## config.mk

```make
export PLATFORM = sky130hd
export DESIGN_NAME = filled_circle_span_generator_top_flat
export DESIGN_NICKNAME = d
export VERILOG_FILES = /design/src/fcsg_pkg.sv /design/src/fcsg_ifs.sv /design/src/fcsg_ctrl.sv /design/src/fcsg_datapath.sv /design/src/filled_circle_span_generator_top.sv /design/src/flat_wrapper.sv
export SDC_FILE = /design/constraint.sdc
export NUM_CORES = 1
export LEC_CHECK = 0
export BUFFER_PORTS_ARGS = -buffer_cell sky130_fd_sc_hd__buf_2
export CAP_MARGIN = 10
export CORE_UTILIZATION = 45
export DETAILED_ROUTE_END_ITERATION = 10
export GPL_TIMING_DRIVEN = 0
export PLACE_DENSITY_LB_ADDON = 0.12
export SKIP_CTS_REPAIR_TIMING = 1
export SYNTH_ARGS = -nofsm -noshare
export SYNTH_HDL_FRONTEND = slang
export SYNTH_SLANG_ARGS = --single-unit
```

## constraint.sdc

```tcl
create_clock -name clock -period 9.75 [get_ports clock]
set_clock_uncertainty 0.05 [all_clocks]
set_input_delay 0.4875 -clock clock [delete_from_list [all_inputs] [get_ports clock]]
set_output_delay 0.4875 -clock clock [all_outputs]
set_load 0.005 [all_outputs]
```

## src/fcsg_pkg.sv

```systemverilog
// Shared constants, types and phase codes of the filled circle span generator.
`timescale 1ns / 1ps
package fcsg_pkg;

   localparam int COORD_W    = 16;
   localparam int COLOR_W    = 8;
   localparam int MAX_RADIUS = 31;
   localparam int CNT_W      = $clog2(MAX_RADIUS + 2);
   localparam int WALK_W     = CNT_W + 4;
   localparam int NUM_PHASE  = 4;
   localparam int PHASE_W    = 2;

   // Span slots of one walk step, in emission order.
   localparam logic [PHASE_W-1:0] PH_TOP     = 2'd0;
   localparam logic [PHASE_W-1:0] PH_BOTTOM  = 2'd1;
   localparam logic [PHASE_W-1:0] PH_SIDE_LO = 2'd2;
   localparam logic [PHASE_W-1:0] PH_SIDE_HI = 2'd3;

   typedef struct packed {
      logic signed [COORD_W-1:0] center_x;
      logic signed [COORD_W-1:0] center_y;
      logic signed [COORD_W-1:0] radius;
      logic [COLOR_W-1:0]        red;
      logic [COLOR_W-1:0]        green;
      logic [COLOR_W-1:0]        blue;
      logic [COLOR_W-1:0]        alpha;
   } circle_type;

   typedef struct packed {
      logic signed [COORD_W-1:0] span_row;
      logic signed [COORD_W-1:0] span_left;
      logic signed [COORD_W-1:0] span_right;
      logic [COLOR_W-1:0]        out_red;
      logic [COLOR_W-1:0]        out_green;
      logic [COLOR_W-1:0]        out_blue;
      logic [COLOR_W-1:0]        out_alpha;
      logic                      rejected;
      logic                      last_span;
   } span_type;

   typedef struct packed {
      logic load;
      logic step;
      logic flush;
   } cmd_type;

   typedef struct packed {
      logic radius_ok;
      logic stage_busy;
      logic walk_end;
      logic out_free;
   } status_type;

endpackage

```

## src/fcsg_ifs.sv

```systemverilog
// Valid/ready channel interfaces for circle commands and span results.
`timescale 1ns / 1ps
interface fcsg_req_if;
   logic                                      valid;
   logic                                      ready;
   logic signed [fcsg_pkg::COORD_W-1:0]       center_x;
   logic signed [fcsg_pkg::COORD_W-1:0]       center_y;
   logic signed [fcsg_pkg::COORD_W-1:0]       radius;
   logic [fcsg_pkg::COLOR_W-1:0]              red;
   logic [fcsg_pkg::COLOR_W-1:0]              green;
   logic [fcsg_pkg::COLOR_W-1:0]              blue;
   logic [fcsg_pkg::COLOR_W-1:0]              alpha;

   modport source (output valid, center_x, center_y, radius, red, green, blue, alpha,
                   input ready);
   modport sink (input valid, center_x, center_y, radius, red, green, blue, alpha,
                 output ready);
endinterface

interface fcsg_rsp_if;
   logic                                      valid;
   logic                                      ready;
   logic signed [fcsg_pkg::COORD_W-1:0]       span_row;
   logic signed [fcsg_pkg::COORD_W-1:0]       span_left;
   logic signed [fcsg_pkg::COORD_W-1:0]       span_right;
   logic [fcsg_pkg::COLOR_W-1:0]              out_red;
   logic [fcsg_pkg::COLOR_W-1:0]              out_green;
   logic [fcsg_pkg::COLOR_W-1:0]              out_blue;
   logic [fcsg_pkg::COLOR_W-1:0]              out_alpha;
   logic                                      rejected;
   logic                                      last_span;

   modport source (output valid, span_row, span_left, span_right, out_red, out_green,
                   out_blue, out_alpha, rejected, last_span,
                   input ready);
   modport sink (input valid, span_row, span_left, span_right, out_red, out_green,
                 out_blue, out_alpha, rejected, last_span,
                 output ready);
endinterface

```

## src/fcsg_ctrl.sv

```systemverilog
// Controller state machine that sequences load, walk and final flush of a circle.
`timescale 1ns / 1ps
module fcsg_ctrl (
   input  logic                 clock,
   input  logic                 reset,
   input  logic                 req_valid,
   output logic                 req_ready,
   input  fcsg_pkg::status_type status,
   output fcsg_pkg::cmd_type    cmd
);
   import fcsg_pkg::*;

   localparam logic [1:0] ST_IDLE  = 2'd0;
   localparam logic [1:0] ST_RUN   = 2'd1;
   localparam logic [1:0] ST_FLUSH = 2'd2;

   logic [1:0] state_ff;
   logic [1:0] state_in;

   always_comb begin
      state_in  = state_ff;
      cmd       = '0;
      req_ready = 1'b0;
      case (state_ff)
         ST_IDLE: begin
            req_ready = 1'b1;
            if (req_valid) begin
               cmd.load = 1'b1;
               state_in = status.radius_ok ? ST_RUN : ST_FLUSH;
            end
         end
         ST_RUN: begin
            if (!status.stage_busy) begin
               cmd.step = 1'b1;
               if (status.walk_end) begin
                  state_in = ST_FLUSH;
               end
            end
         end
         ST_FLUSH: begin
            if (status.out_free) begin
               cmd.flush = 1'b1;
               state_in  = ST_IDLE;
            end
         end
         default: begin
            state_in = ST_IDLE;
         end
      endcase
   end

   always_ff @(posedge clock) begin
      if (reset) begin
         state_ff <= ST_IDLE;
      end else begin
         state_ff <= state_in;
      end
   end

endmodule

```

## src/fcsg_datapath.sv

```systemverilog
// Midpoint walk registers, span selection, staging register and output register.
`timescale 1ns / 1ps
module fcsg_datapath (
   input  logic                   clock,
   input  logic                   reset,
   input  fcsg_pkg::circle_type   req_item,
   input  fcsg_pkg::cmd_type      cmd,
   output fcsg_pkg::status_type   status,
   output logic                   rsp_valid,
   input  logic                   rsp_ready,
   output fcsg_pkg::span_type     rsp_item
);
   import fcsg_pkg::*;

   logic signed [COORD_W-1:0] x_ff, x_in;
   logic signed [COORD_W-1:0] y_ff, y_in;
   logic [COLOR_W-1:0]        red_ff, red_in;
   logic [COLOR_W-1:0]        green_ff, green_in;
   logic [COLOR_W-1:0]        blue_ff, blue_in;
   logic [COLOR_W-1:0]        alpha_ff, alpha_in;
   logic [CNT_W-1:0]          cx_ff, cx_in;
   logic [CNT_W-1:0]          cy_ff, cy_in;
   logic signed [WALK_W-1:0]  df_ff, df_in;
   logic signed [WALK_W-1:0]  de_ff, de_in;
   logic signed [WALK_W-1:0]  dse_ff, dse_in;
   logic                      top_pend_ff, top_pend_in;
   logic [PHASE_W-1:0]        phase_ff, phase_in;
   span_type                  stage_ff, stage_in;
   logic                      stage_valid_ff, stage_valid_in;
   span_type                  out_ff, out_in;
   logic                      out_valid_ff, out_valid_in;

   logic signed [WALK_W-1:0]  r_walk;
   logic [COORD_W-1:0]        cx_ext, cy_ext;
   logic [NUM_PHASE-1:0]      en;
   logic [PHASE_W-1:0]        sel;
   logic                      found, more, emit, walk_update, out_free, out_load;
   logic [CNT_W-1:0]          cx_nxt, cy_nxt;
   span_type                  new_span;

   assign r_walk = WALK_W'(req_item.radius);
   assign cx_ext = COORD_W'(cx_ff);
   assign cy_ext = COORD_W'(cy_ff);

   assign en[PH_TOP]     = top_pend_ff && (cy_ff != '0);
   assign en[PH_BOTTOM]  = top_pend_ff && (cy_ff != '0);
   assign en[PH_SIDE_LO] = cx_ff != cy_ff;
   assign en[PH_SIDE_HI] = (cx_ff != cy_ff) && (cx_ff != '0);

   always_comb begin
      found = 1'b0;
      sel   = PH_TOP;
      more  = 1'b0;
      for (int i = 0; i < NUM_PHASE; i++) begin
         if (!found && en[i] && (PHASE_W'(i) >= phase_ff)) begin
            found = 1'b1;
            sel   = PHASE_W'(i);
         end
      end
      for (int i = 0; i < NUM_PHASE; i++) begin
         if (found && en[i] && (PHASE_W'(i) > sel)) begin
            more = 1'b1;
         end
      end
   end

   always_comb begin
      new_span           = '0;
      new_span.out_red   = red_ff;
      new_span.out_green = green_ff;
      new_span.out_blue  = blue_ff;
      new_span.out_alpha = alpha_ff;
      case (sel)
         PH_TOP: begin
            new_span.span_row   = y_ff + cy_ext;
            new_span.span_left  = x_ff - cx_ext;
            new_span.span_right = x_ff + cx_ext;
         end
         PH_BOTTOM: begin
            new_span.span_row   = y_ff - cy_ext;
            new_span.span_left  = x_ff - cx_ext;
            new_span.span_right = x_ff + cx_ext;
         end
         PH_SIDE_LO: begin
            new_span.span_row   = y_ff - cx_ext;
            new_span.span_left  = x_ff - cy_ext;
            new_span.span_right = x_ff + cy_ext;
         end
         PH_SIDE_HI: begin
            new_span.span_row   = y_ff + cx_ext;
            new_span.span_left  = x_ff - cy_ext;
            new_span.span_right = x_ff + cy_ext;
         end
         default: begin
            new_span.span_row = y_ff;
         end
      endcase
   end

   assign cx_nxt      = cx_ff + 1'b1;
   assign cy_nxt      = df_ff[WALK_W-1] ? cy_ff : cy_ff - 1'b1;
   assign emit        = cmd.step && found;
   assign walk_update = cmd.step && !more;
   assign out_free    = !out_valid_ff || rsp_ready;
   assign out_load    = (emit && stage_valid_ff) || cmd.flush;

   assign status.radius_ok  = !req_item.radius[COORD_W-1] && (req_item.radius != '0) &&
                              (req_item.radius <= COORD_W'(MAX_RADIUS));
   assign status.stage_busy = stage_valid_ff && !out_free;
   assign status.walk_end   = !more && (cx_nxt > cy_nxt);
   assign status.out_free   = out_free;

   always_comb begin
      x_in           = x_ff;
      y_in           = y_ff;
      red_in         = red_ff;
      green_in       = green_ff;
      blue_in        = blue_ff;
      alpha_in       = alpha_ff;
      cx_in          = cx_ff;
      cy_in          = cy_ff;
      df_in          = df_ff;
      de_in          = de_ff;
      dse_in         = dse_ff;
      top_pend_in    = top_pend_ff;
      phase_in       = phase_ff;
      stage_in       = stage_ff;
      stage_valid_in = stage_valid_ff;
      if (cmd.load) begin
         x_in               = req_item.center_x;
         y_in               = req_item.center_y;
         red_in             = req_item.red;
         green_in           = req_item.green;
         blue_in            = req_item.blue;
         alpha_in           = req_item.alpha;
         cx_in              = '0;
         cy_in              = CNT_W'(req_item.radius);
         df_in              = WALK_W'(1) - r_walk;
         de_in              = WALK_W'(3);
         dse_in             = WALK_W'(5) - (r_walk <<< 1);
         top_pend_in        = 1'b1;
         phase_in           = PH_TOP;
         stage_in           = '0;
         stage_in.rejected  = 1'b1;
         stage_in.last_span = 1'b1;
         stage_valid_in     = !status.radius_ok;
      end else begin
         if (emit) begin
            stage_in       = new_span;
            stage_valid_in = 1'b1;
         end else if (cmd.flush) begin
            stage_valid_in = 1'b0;
         end
         if (cmd.step) begin
            phase_in = more ? sel + 1'b1 : PH_TOP;
         end
         if (walk_update) begin
            cx_in       = cx_nxt;
            cy_in       = cy_nxt;
            de_in       = de_ff + WALK_W'(2);
            top_pend_in = !df_ff[WALK_W-1];
            if (df_ff[WALK_W-1]) begin
               df_in  = df_ff + de_ff;
               dse_in = dse_ff + WALK_W'(2);
            end else begin
               df_in  = df_ff + dse_ff;
               dse_in = dse_ff + WALK_W'(4);
            end
         end
      end
   end

   always_comb begin
      out_in = out_ff;
      if (out_load) begin
         out_in           = stage_ff;
         out_in.last_span = cmd.flush;
      end
      if (out_load) begin
         out_valid_in = 1'b1;
      end else if (rsp_ready) begin
         out_valid_in = 1'b0;
      end else begin
         out_valid_in = out_valid_ff;
      end
   end

   always_ff @(posedge clock) begin
      if (reset) begin
         stage_valid_ff <= 1'b0;
         out_valid_ff   <= 1'b0;
         phase_ff       <= PH_TOP;
      end else begin
         stage_valid_ff <= stage_valid_in;
         out_valid_ff   <= out_valid_in;
         phase_ff       <= phase_in;
      end
   end

   always_ff @(posedge clock) begin
      x_ff        <= x_in;
      y_ff        <= y_in;
      red_ff      <= red_in;
      green_ff    <= green_in;
      blue_ff     <= blue_in;
      alpha_ff    <= alpha_in;
      cx_ff       <= cx_in;
      cy_ff       <= cy_in;
      df_ff       <= df_in;
      de_ff       <= de_in;
      dse_ff      <= dse_in;
      top_pend_ff <= top_pend_in;
      stage_ff    <= stage_in;
      out_ff      <= out_in;
   end

   assign rsp_valid = out_valid_ff;
   assign rsp_item  = out_ff;

endmodule

```

## src/filled_circle_span_generator_top.sv

```systemverilog
// Top level of the filled circle span generator: channels, controller and datapath.
`timescale 1ns / 1ps
// A circle command with radius r in 1..31 yields the horizontal spans that fill the disc,
// produced by a midpoint walk sequencer at one span per cycle while the result channel
// takes them; a walk step can yield no span, and a final flush marks last_span. A command
// with an invalid radius yields one transfer with rejected and last_span set. A new command
// is taken only after the previous one has been fully handed to the result register.
module filled_circle_span_generator_top (
   input logic        clock,
   input logic        reset,
   fcsg_req_if.sink   req_ch,
   fcsg_rsp_if.source rsp_ch
);
   import fcsg_pkg::*;

   circle_type req_item;
   span_type   rsp_item;
   cmd_type    cmd;
   status_type status;

   assign req_item.center_x = req_ch.center_x;
   assign req_item.center_y = req_ch.center_y;
   assign req_item.radius   = req_ch.radius;
   assign req_item.red      = req_ch.red;
   assign req_item.green    = req_ch.green;
   assign req_item.blue     = req_ch.blue;
   assign req_item.alpha    = req_ch.alpha;

   fcsg_ctrl u_ctrl (
      .clock     (clock),
      .reset     (reset),
      .req_valid (req_ch.valid),
      .req_ready (req_ch.ready),
      .status    (status),
      .cmd       (cmd)
   );

   fcsg_datapath u_datapath (
      .clock     (clock),
      .reset     (reset),
      .req_item  (req_item),
      .cmd       (cmd),
      .status    (status),
      .rsp_valid (rsp_ch.valid),
      .rsp_ready (rsp_ch.ready),
      .rsp_item  (rsp_item)
   );

   assign rsp_ch.span_row   = rsp_item.span_row;
   assign rsp_ch.span_left  = rsp_item.span_left;
   assign rsp_ch.span_right = rsp_item.span_right;
   assign rsp_ch.out_red    = rsp_item.out_red;
   assign rsp_ch.out_green  = rsp_item.out_green;
   assign rsp_ch.out_blue   = rsp_item.out_blue;
   assign rsp_ch.out_alpha  = rsp_item.out_alpha;
   assign rsp_ch.rejected   = rsp_item.rejected;
   assign rsp_ch.last_span  = rsp_item.last_span;

`ifndef SYNTH
   a_one_command_at_a_time: assert property (@(posedge clock) disable iff (reset)
      (req_ch.valid && req_ch.ready) |=> !req_ch.ready)
      else $error("Command transfer was followed by another ready cycle.");

   a_reject_is_final: assert property (@(posedge clock) disable iff (reset)
      (rsp_ch.valid && rsp_ch.rejected) |-> (rsp_ch.last_span && (rsp_ch.span_row == '0) &&
         (rsp_ch.out_alpha == '0)))
      else $error("Rejected result is not a clean final result.");

   a_stage_not_lost: assert property (@(posedge clock) disable iff (reset)
      cmd.step |-> !status.stage_busy)
      else $error("Walk advanced while the staged span could not move on.");

   a_quiet_after_reset: assert property (@(posedge clock)
      reset |=> !rsp_ch.valid)
      else $error("Result valid right after reset.");
`endif

endmodule
```

## src/flat_wrapper.sv

```systemverilog
// flat-port wrapper written by rule: the top's interface ports become plain ports
module filled_circle_span_generator_top_flat import fcsg_pkg::*;
  (clock, reset, req_ch_valid, req_ch_center_x, req_ch_center_y, req_ch_radius, req_ch_red, req_ch_green, req_ch_blue, req_ch_alpha, req_ch_ready, rsp_ch_valid, rsp_ch_span_row, rsp_ch_span_left, rsp_ch_span_right, rsp_ch_out_red, rsp_ch_out_green, rsp_ch_out_blue, rsp_ch_out_alpha, rsp_ch_rejected, rsp_ch_last_span, rsp_ch_ready);
  fcsg_req_if req_ch_i ();
  fcsg_rsp_if rsp_ch_i ();
  input logic clock;
  input logic reset;
  input wire logic [$bits(req_ch_i.valid)-1:0] req_ch_valid;
  input wire logic [$bits(req_ch_i.center_x)-1:0] req_ch_center_x;
  input wire logic [$bits(req_ch_i.center_y)-1:0] req_ch_center_y;
  input wire logic [$bits(req_ch_i.radius)-1:0] req_ch_radius;
  input wire logic [$bits(req_ch_i.red)-1:0] req_ch_red;
  input wire logic [$bits(req_ch_i.green)-1:0] req_ch_green;
  input wire logic [$bits(req_ch_i.blue)-1:0] req_ch_blue;
  input wire logic [$bits(req_ch_i.alpha)-1:0] req_ch_alpha;
  output wire logic [$bits(req_ch_i.ready)-1:0] req_ch_ready;
  output wire logic [$bits(rsp_ch_i.valid)-1:0] rsp_ch_valid;
  output wire logic [$bits(rsp_ch_i.span_row)-1:0] rsp_ch_span_row;
  output wire logic [$bits(rsp_ch_i.span_left)-1:0] rsp_ch_span_left;
  output wire logic [$bits(rsp_ch_i.span_right)-1:0] rsp_ch_span_right;
  output wire logic [$bits(rsp_ch_i.out_red)-1:0] rsp_ch_out_red;
  output wire logic [$bits(rsp_ch_i.out_green)-1:0] rsp_ch_out_green;
  output wire logic [$bits(rsp_ch_i.out_blue)-1:0] rsp_ch_out_blue;
  output wire logic [$bits(rsp_ch_i.out_alpha)-1:0] rsp_ch_out_alpha;
  output wire logic [$bits(rsp_ch_i.rejected)-1:0] rsp_ch_rejected;
  output wire logic [$bits(rsp_ch_i.last_span)-1:0] rsp_ch_last_span;
  input wire logic [$bits(rsp_ch_i.ready)-1:0] rsp_ch_ready;
  assign req_ch_i.valid = req_ch_valid;
  assign req_ch_i.center_x = req_ch_center_x;
  assign req_ch_i.center_y = req_ch_center_y;
  assign req_ch_i.radius = req_ch_radius;
  assign req_ch_i.red = req_ch_red;
  assign req_ch_i.green = req_ch_green;
  assign req_ch_i.blue = req_ch_blue;
  assign req_ch_i.alpha = req_ch_alpha;
  assign req_ch_ready = req_ch_i.ready;
  assign rsp_ch_valid = rsp_ch_i.valid;
  assign rsp_ch_span_row = rsp_ch_i.span_row;
  assign rsp_ch_span_left = rsp_ch_i.span_left;
  assign rsp_ch_span_right = rsp_ch_i.span_right;
  assign rsp_ch_out_red = rsp_ch_i.out_red;
  assign rsp_ch_out_green = rsp_ch_i.out_green;
  assign rsp_ch_out_blue = rsp_ch_i.out_blue;
  assign rsp_ch_out_alpha = rsp_ch_i.out_alpha;
  assign rsp_ch_rejected = rsp_ch_i.rejected;
  assign rsp_ch_last_span = rsp_ch_i.last_span;
  assign rsp_ch_i.ready = rsp_ch_ready;
  filled_circle_span_generator_top u_core (.clock(clock), .reset(reset), .req_ch(req_ch_i), .rsp_ch(rsp_ch_i));
endmodule
```

Word-level counts from Yosys, hierarchy flattened. Cells that the tools add are included.

Multiplexer cells: 40. Eq/ne operators: 10. Reduce and logical (&&, ||, !) cells: 44. $add $sub $neg: 18. $lt $le $gt $ge: 10.

Operators with widths (number): $pmux W48 S4 (1); $add A16 B6 Y16 (4); $sub A16 B6 Y16 (4); $mux W10 (6); $logic_and A1 B1 Y1 (23); $mux W1 (21); $add A10 B10 Y10 (2); $add A10 B3 Y10 const B (2); $mux W6 (3); $le A16 B6 Y1 const B (1); $mux W2 (8); $reduce_bool A16 Y1 (1); $reduce_bool A6 Y1 (2); $add A10 B4 Y10 const B (1); $sub A2 B10 Y10 const A (1); $sub A4 B10 Y10 const A (1); $logic_not A1 Y1 (9); $add A6 B1 Y6 const B (1); $eq A2 B2 Y1 const B (3); $gt A6 B6 Y1 (1); $ne A2 B2 Y1 const B (3); $ne A6 B6 Y1 (1); $pmux W2 S3 (1); $sub A6 B1 Y6 const B (1); other kinds (13) (21).

Word-level logic and storage cells: 155. Register bits after elaboration: 276.

Logic depth before layout (Yosys ltp).
Depth after elaboration: 27. Depth in mapped cells: 22. Gate-level depth less buffers: 20.

Modules after synthesis. Synthesis repeated with hierarchy kept, for this count alone.

Cell total of the unflattened synthesis: 1177. Area total of the unflattened synthesis: 12767.2 µm².

By module, submodules not included: fcsg_datapath (cells each 1162, area each 12637.1 µm², instances 1); fcsg_ctrl (cells each 15, area each 130.1 µm², instances 1).

Least setup slack after synthesis. OpenSTA, ideal clock, no wires.

Path kind: register -> register. From: reg u_core.u_datapath.cy_ff[0]. To: reg u_core.u_datapath.cy_ff[0] (enable). Data arrival time: 4.603 ns. Slack: 4.659 ns. Library setup time: 0.438 ns. Cell stages (with the launch flop): 14. Clock period less this slack: 5.091 ns. Cell sequence: edfxtp_1 -> clkbuf_1 -> inv_1 -> ha_1 -> or3b_4 -> or3_4 -> and3_4 -> nor3_2 -> buf_2 -> ha_1 -> nand4b_1 -> o221a_2 -> o21ai_2 -> o21ai_0.

Word-level cells in the longest chain between the ends: 25. Elaborated cells on any way between the ends: 39.

Ends and longest elaborated chain: start, declared (line fcsg_datapath.sv:22) `logic [CNT_W-1:0] cy_ff, cy_in;`; start signal, assigned (line fcsg_datapath.sv:208) `cy_ff <= cy_in;`; $reduce_bool A6 Y1 (line fcsg_datapath.sv:45, fcsg_datapath.sv:46); $logic_and A1 B1 Y1 (line fcsg_datapath.sv:45, fcsg_datapath.sv:46); $logic_and A1 B1 Y1 (line fcsg_datapath.sv:55) `if (!found && en[i] && (PHASE_W'(i) >= phase_ff)) begin`; $mux W1 (line fcsg_datapath.sv:55); $logic_not A1 Y1 (line fcsg_datapath.sv:55); $logic_and A1 B1 Y1 (2 in series) (line fcsg_datapath.sv:55); $mux W1 (line fcsg_datapath.sv:55); $logic_not A1 Y1 (line fcsg_datapath.sv:55); [6 not listed]; $mux W2 / $mux W1 (equally long branches) (line fcsg_datapath.sv:55); $gt A1 B2 Y1 / $logic_and A1 B1 Y1 (equally long branches) (line fcsg_datapath.sv:61) `if (found && en[i] && (PHASE_W'(i) > sel)) begin`; $logic_and A1 B1 Y1 (line fcsg_datapath.sv:61); $mux W1 (3 in series) (line fcsg_datapath.sv:61); $mux W1 * (line fcsg_datapath.sv:61); $logic_not A1 Y1 * (line fcsg_datapath.sv:103) `assign walk_update = cmd.step && !more;`; $logic_and A1 B1 Y1 * (line fcsg_datapath.sv:103); $reduce_bool A2 Y1 (no line) *.

Every way passes the cells marked *; elsewhere a longest branch is shown, timed or not. A chain may end at the register's enable or synchronous reset.

Worst setup path after layout.
From: reg u_core.u_datapath.cy_ff[0]. To: reg u_core.u_datapath.stage_ff[81] (netlist bit).

Word-level cells in the longest chain between the ends: 18. Elaborated cells on any way between the ends: 29.

Ends and longest elaborated chain: $reduce_bool A6 Y1 (line fcsg_datapath.sv:45, fcsg_datapath.sv:46); $logic_and A1 B1 Y1 (line fcsg_datapath.sv:45, fcsg_datapath.sv:46); $logic_and A1 B1 Y1 (line fcsg_datapath.sv:55); $mux W1 (line fcsg_datapath.sv:55); $logic_not A1 Y1 (line fcsg_datapath.sv:55); $logic_and A1 B1 Y1 (2 in series) (line fcsg_datapath.sv:55); $mux W1 (line fcsg_datapath.sv:55); $logic_not A1 Y1 (line fcsg_datapath.sv:55); $logic_and A1 B1 Y1 (2 in series) (line fcsg_datapath.sv:55); $mux W1 (line fcsg_datapath.sv:55); $logic_not A1 Y1 (line fcsg_datapath.sv:55); $logic_and A1 B1 Y1 (2 in series) (line fcsg_datapath.sv:55); $mux W2 (line fcsg_datapath.sv:55); $eq A2 B2 Y1, or another cell as far along (line fcsg_datapath.sv:73) `case (sel)`; $pmux W48 S4 (line fcsg_datapath.sv:73); end signal, assigned (line fcsg_datapath.sv:213) `stage_ff <= stage_in;`; end, declared (line fcsg_datapath.sv:28) `span_type stage_ff, stage_in;`.

Several ways; a longest one is shown, not always the timed one.

==> impl_metrics.env <==
export IMPL_initial_cell_density_of_the_core=0.463
export IMPL_critical_path_endpoint_type="flip-flop"
export IMPL_p_leak_nw=5.68
export IMPL_num_io_pins=168
export IMPL_cts_root_buf="clkbuf_16"
export IMPL_nets=1485
export IMPL_placement_io_buffers=165
export IMPL_seq_area_frac_synth=0.568
export IMPL_avgRoutedWirePerCell_um=16.9
export IMPL_outcome="finished, final reports clean"
export IMPL_switching_share=0.243
export IMPL_layout_drive_gt1_share=0.210
export IMPL_total_switching_power_w=0.000660
export IMPL_worst_setup_path_type="reg2reg"
export IMPL_max_cap_violations=0
export IMPL_p_int_w=0.00206
export IMPL_worst_setup_hold_path_clk_slew_ns=0.06
export IMPL_max_transition_margin=0.378
export IMPL_synth_cells=1138
export IMPL_met3RoutedLength_um=1720
export IMPL_via_per_inst=5.12
export IMPL_drt_total_wl_um=29200
export IMPL_die_height_um=169
export IMPL_antenna_cells=0
export IMPL_cts_sink_count=272
export IMPL_first_pass_iters=5
export IMPL_share_seq_of_total_power=0.481
export IMPL_worstHoldPathType="in2reg"
export IMPL_critical_path_required_ns=10.19
export IMPL_met2_length_um=12900
export IMPL_design_die_area_um2=28600
export IMPL_reg2reg_to="u_core.u_datapath.stage_ff[81]"
export IMPL_holdPathEnd="u_core.u_datapath.x_ff[12]"
export IMPL_setup_viol=0
export IMPL_rsz0062_at_grt="false"
export IMPL_timing_hold_violations_final=0
export IMPL_pin_slew_with_the_least_headroom_to_its_limit_ns=0.920
export IMPL_cts_tree="yes"
export IMPL_routabilityCongestion=0.874
export IMPL_synth_distinct_cells=67
export IMPL_wl_met1_um=13800
export IMPL_start_kind="flip-flop"
export IMPL_detail_route_drc_violations=0
export IMPL_synth_main_ff_cell="edfxtp_1"
export IMPL_first_global_vias=8250
export IMPL_length_in_cells_of_the_worst_reg_to_reg_path=21
export IMPL_violation_count_after_the_first_detailed_routing_iteration=689
export IMPL_grt_overflow_total=0
export IMPL_worst_ep_arrival_time_ns=6.37
export IMPL_regToRegSetupSlack_ns=3.82
export IMPL_global_route_usage_total=0.201
export IMPL_core_region_area_um2=27200
export IMPL_netlist_area_um2=12600
export IMPL_holdWs_ns=0.0454
export IMPL_synthArstFlopShare=0
export IMPL_p_total_w=0.00272
export IMPL_place_detailed_instances=1678
export IMPL_mappedNetlistNets=1285
export IMPL_final_area_um2=15000
export IMPL_combinational_share_of_power=0.107
export IMPL_cts_buffers_inserted=30
export IMPL_placement_cell_area_um2=14000
export IMPL_detailedPlacementHpwl_um=20900
export IMPL_maxSlewViolCount=0
export IMPL_antenna_left=0
export IMPL_rr_startpoint="u_core.u_datapath.cy_ff[0]"
export IMPL_layout_area_overhead_vs_synth_pct=18.9
export IMPL_final_critical_path_share_of_the_clock_period=0.608
export IMPL_hold_start="req_ch_center_x[12]"
export IMPL_vdd_ir_drop_max_mv=0.127
export IMPL_critical_path_peak_fanout=12
export IMPL_via_count=8878
export IMPL_fp_row_count=60
export IMPL_synth_warnings=0
export IMPL_clockBufferDepth=3
export IMPL_grt_first_pass_wirelength_um=44700
export IMPL_clk_insertion_delay_late_ns=0.56
export IMPL_htree_num_levels=1
export IMPL_max_clock_freq_mhz=169
export IMPL_portion_of_total_power_attributed_to_the_clock_network=0.412
export IMPL_final_period_minus_worst_setup_slack_ns=5.93
export IMPL_highest_signal_layer="met5"
export IMPL_synthesized_area_divided_by_synthesized_cell_count_um2=11.1
export IMPL_layoutNonFillerInstCount=1734
export IMPL_die_w_um=169
export IMPL_setup_total_negative_slack_ns=0
export IMPL_synth_seq_cells=272
export IMPL_grt_max_degree=71
export IMPL_grt_antenna_before_repair=1
export IMPL_powerDensity_nw_per_um2=182
export IMPL_synth_enable_flop_cells=170
export IMPL_worstHoldPathCells=1
## state kept, by name (all words and copies together), names as in the netlist
register                          count
u_core.u_datapath.x_ff               16
u_core.u_datapath.cy_ff               6
u_core.u_datapath.dse_ff              9
u_core.u_datapath.de_ff               9
u_core.u_ctrl.state_ff                2
u_core.u_datapath.df_ff              10
u_core.u_datapath.green_ff            8
u_core.u_datapath.red_ff              8
u_core.u_datapath.rsp_valid           1
u_core.u_datapath.phase_ff            2
u_core.u_datapath.alpha_ff            8
u_core.u_datapath.y_ff               16
u_core.u_datapath.stage_ff           80
u_core.u_datapath.stage_valid_ff      1
u_core.u_datapath.top_pend_ff         1
u_core.u_datapath.blue_ff             8
u_core.u_datapath.cx_ff               6
u_core.u_datapath.rsp_item           81
## metal layers
metal,global-route usage,vias to the layer above
met5,0,-
met2,0.318,234
met4,0.0595,2
met1,0.283,4143
li1,-,4449
met3,0.0331,50
## per-stage QoR
| step | utilization | setup slack [ns] |
|---|---|---|
| detailed placement | 0.514 | 3.87 |
| finish | 0.550 | 3.82 |
| CTS | 0.550 | 3.81 |
| global placement | 0.510 | 3.09 |
| floorplan | - | 4.66 |
| global route | 0.550 | 3.42 |
## cell usage in the layout, fill, tap and decap left out, types with 5 or more instances in the layout
cell type	instances
nand2_1	159
nor2_1	89
o21a_1	7
a211oi_2	21
nor3_1	27
nor2b_1	10
xor2_1	25
ha_1	59
mux2_2	10
o21ai_0	36
clkbuf_1	41
or3_1	10
nor4_1	6
buf_6	7
nand2b_1	10
buf_4	5
edfxtp_1	170
and3_1	9
a21oi_1	106
inv_1	40
xnor2_1	59
buf_2	172
a21o_1	8
a211oi_1	11
nand4_1	7
dfxtp_1	102
clkbuf_16	30
mux2i_1	10
nand3_1	20
## critical path, cell delays in order (launching register included)
cell and delay, ns:
edfxtp_1 0.35, clkbuf_1 0.23, inv_1 0.17, ha_1 0.24, or3b_4 0.45, or3_4 0.37
and3_4 0.20, nor3_2 0.22, buf_2 0.29, inv_1 0.12, ha_1 0.31, a222oi_1 0.33
nor2b_1 0.18, a21oi_1 0.07, ha_1 0.32, a211oi_2 0.25, o21ai_0 0.21, a2111oi_2 0.54
nor4_1 0.14, a2111oi_2 0.45, xnor2_1 0.14, a211oi_2 0.21
## power by group through the flow
stage	combinational (W)	clock (W)	sequential, W
2_1_floorplan	0.000184	0	0.00133
5_1_grt	0.000324	0.00119	0.00131
3_5_place_dp	0.000291	0	0.00133
3_3_place_gp	0.000282	0	0.00134
4_1_cts	0.000293	0.00114	0.00131
6_report	0.000291	0.00112	0.00131
## worst max-delay path by stage
stage                               start                        endpoint  cells past startpoint
2_1_floorplan  u_core.u_datapath.cy_ff[0]      u_core.u_datapath.cy_ff[0]                     13
3_3_place_gp   u_core.u_datapath.cy_ff[0]      u_core.u_datapath.df_ff[2]                     13
3_5_place_dp   u_core.u_datapath.cy_ff[0]  u_core.u_datapath.stage_ff[81]                     21
4_1_cts        u_core.u_datapath.cy_ff[0]  u_core.u_datapath.stage_ff[81]                     21
5_1_grt        u_core.u_datapath.cy_ff[0]  u_core.u_datapath.stage_ff[81]                     21
6_report       u_core.u_datapath.cy_ff[0]  u_core.u_datapath.stage_ff[81]                     21
## synth_stat cells (all sizes together), types with 11 or more instances
cell type,n,share of area
a211oi,32,0.027
a21oi,106,0.042
buf,22,0.013
clkbuf,34,0.010
dfxtp,102,0.16
edfxtp,170,0.41
ha,59,0.059
inv,41,0.012
nand2,159,0.047
nand3,20,0.0080
nor2,90,0.027
nor3,28,0.012
o21ai,39,0.016
or3,11,0.0059
xnor2,59,0.041
xor2,25,0.017
## cell type report
type,instances,area [um^2]
sequential,272,7150
inverter,41,156
timing repair buffer,168,908
clock inverter,13,154
tap,372,465
multi-input combinational,769,4990
fill,2403,12200
buffer,56,295
clock buffer,43,840
## kinds of logic (layout without fill, tap and decap cells)
kind of cell | Yosys count | in the layout | synth area share
AOI/OAI and AO/OA | 235 | 235 | 0.124
xor gates and xnor gates | 84 | 84 | 0.0585
adders and majority gates | 63 | 63 | 0.0650
buffers and inverters | 97 | 321 | 0.0354
DFF | 272 | 272 | 0.568
muxes | 20 | 20 | 0.0169
and+or+nand+nor | 367 | 367 | 0.132
No activity file was read; power rests on OpenSTA's default activity.
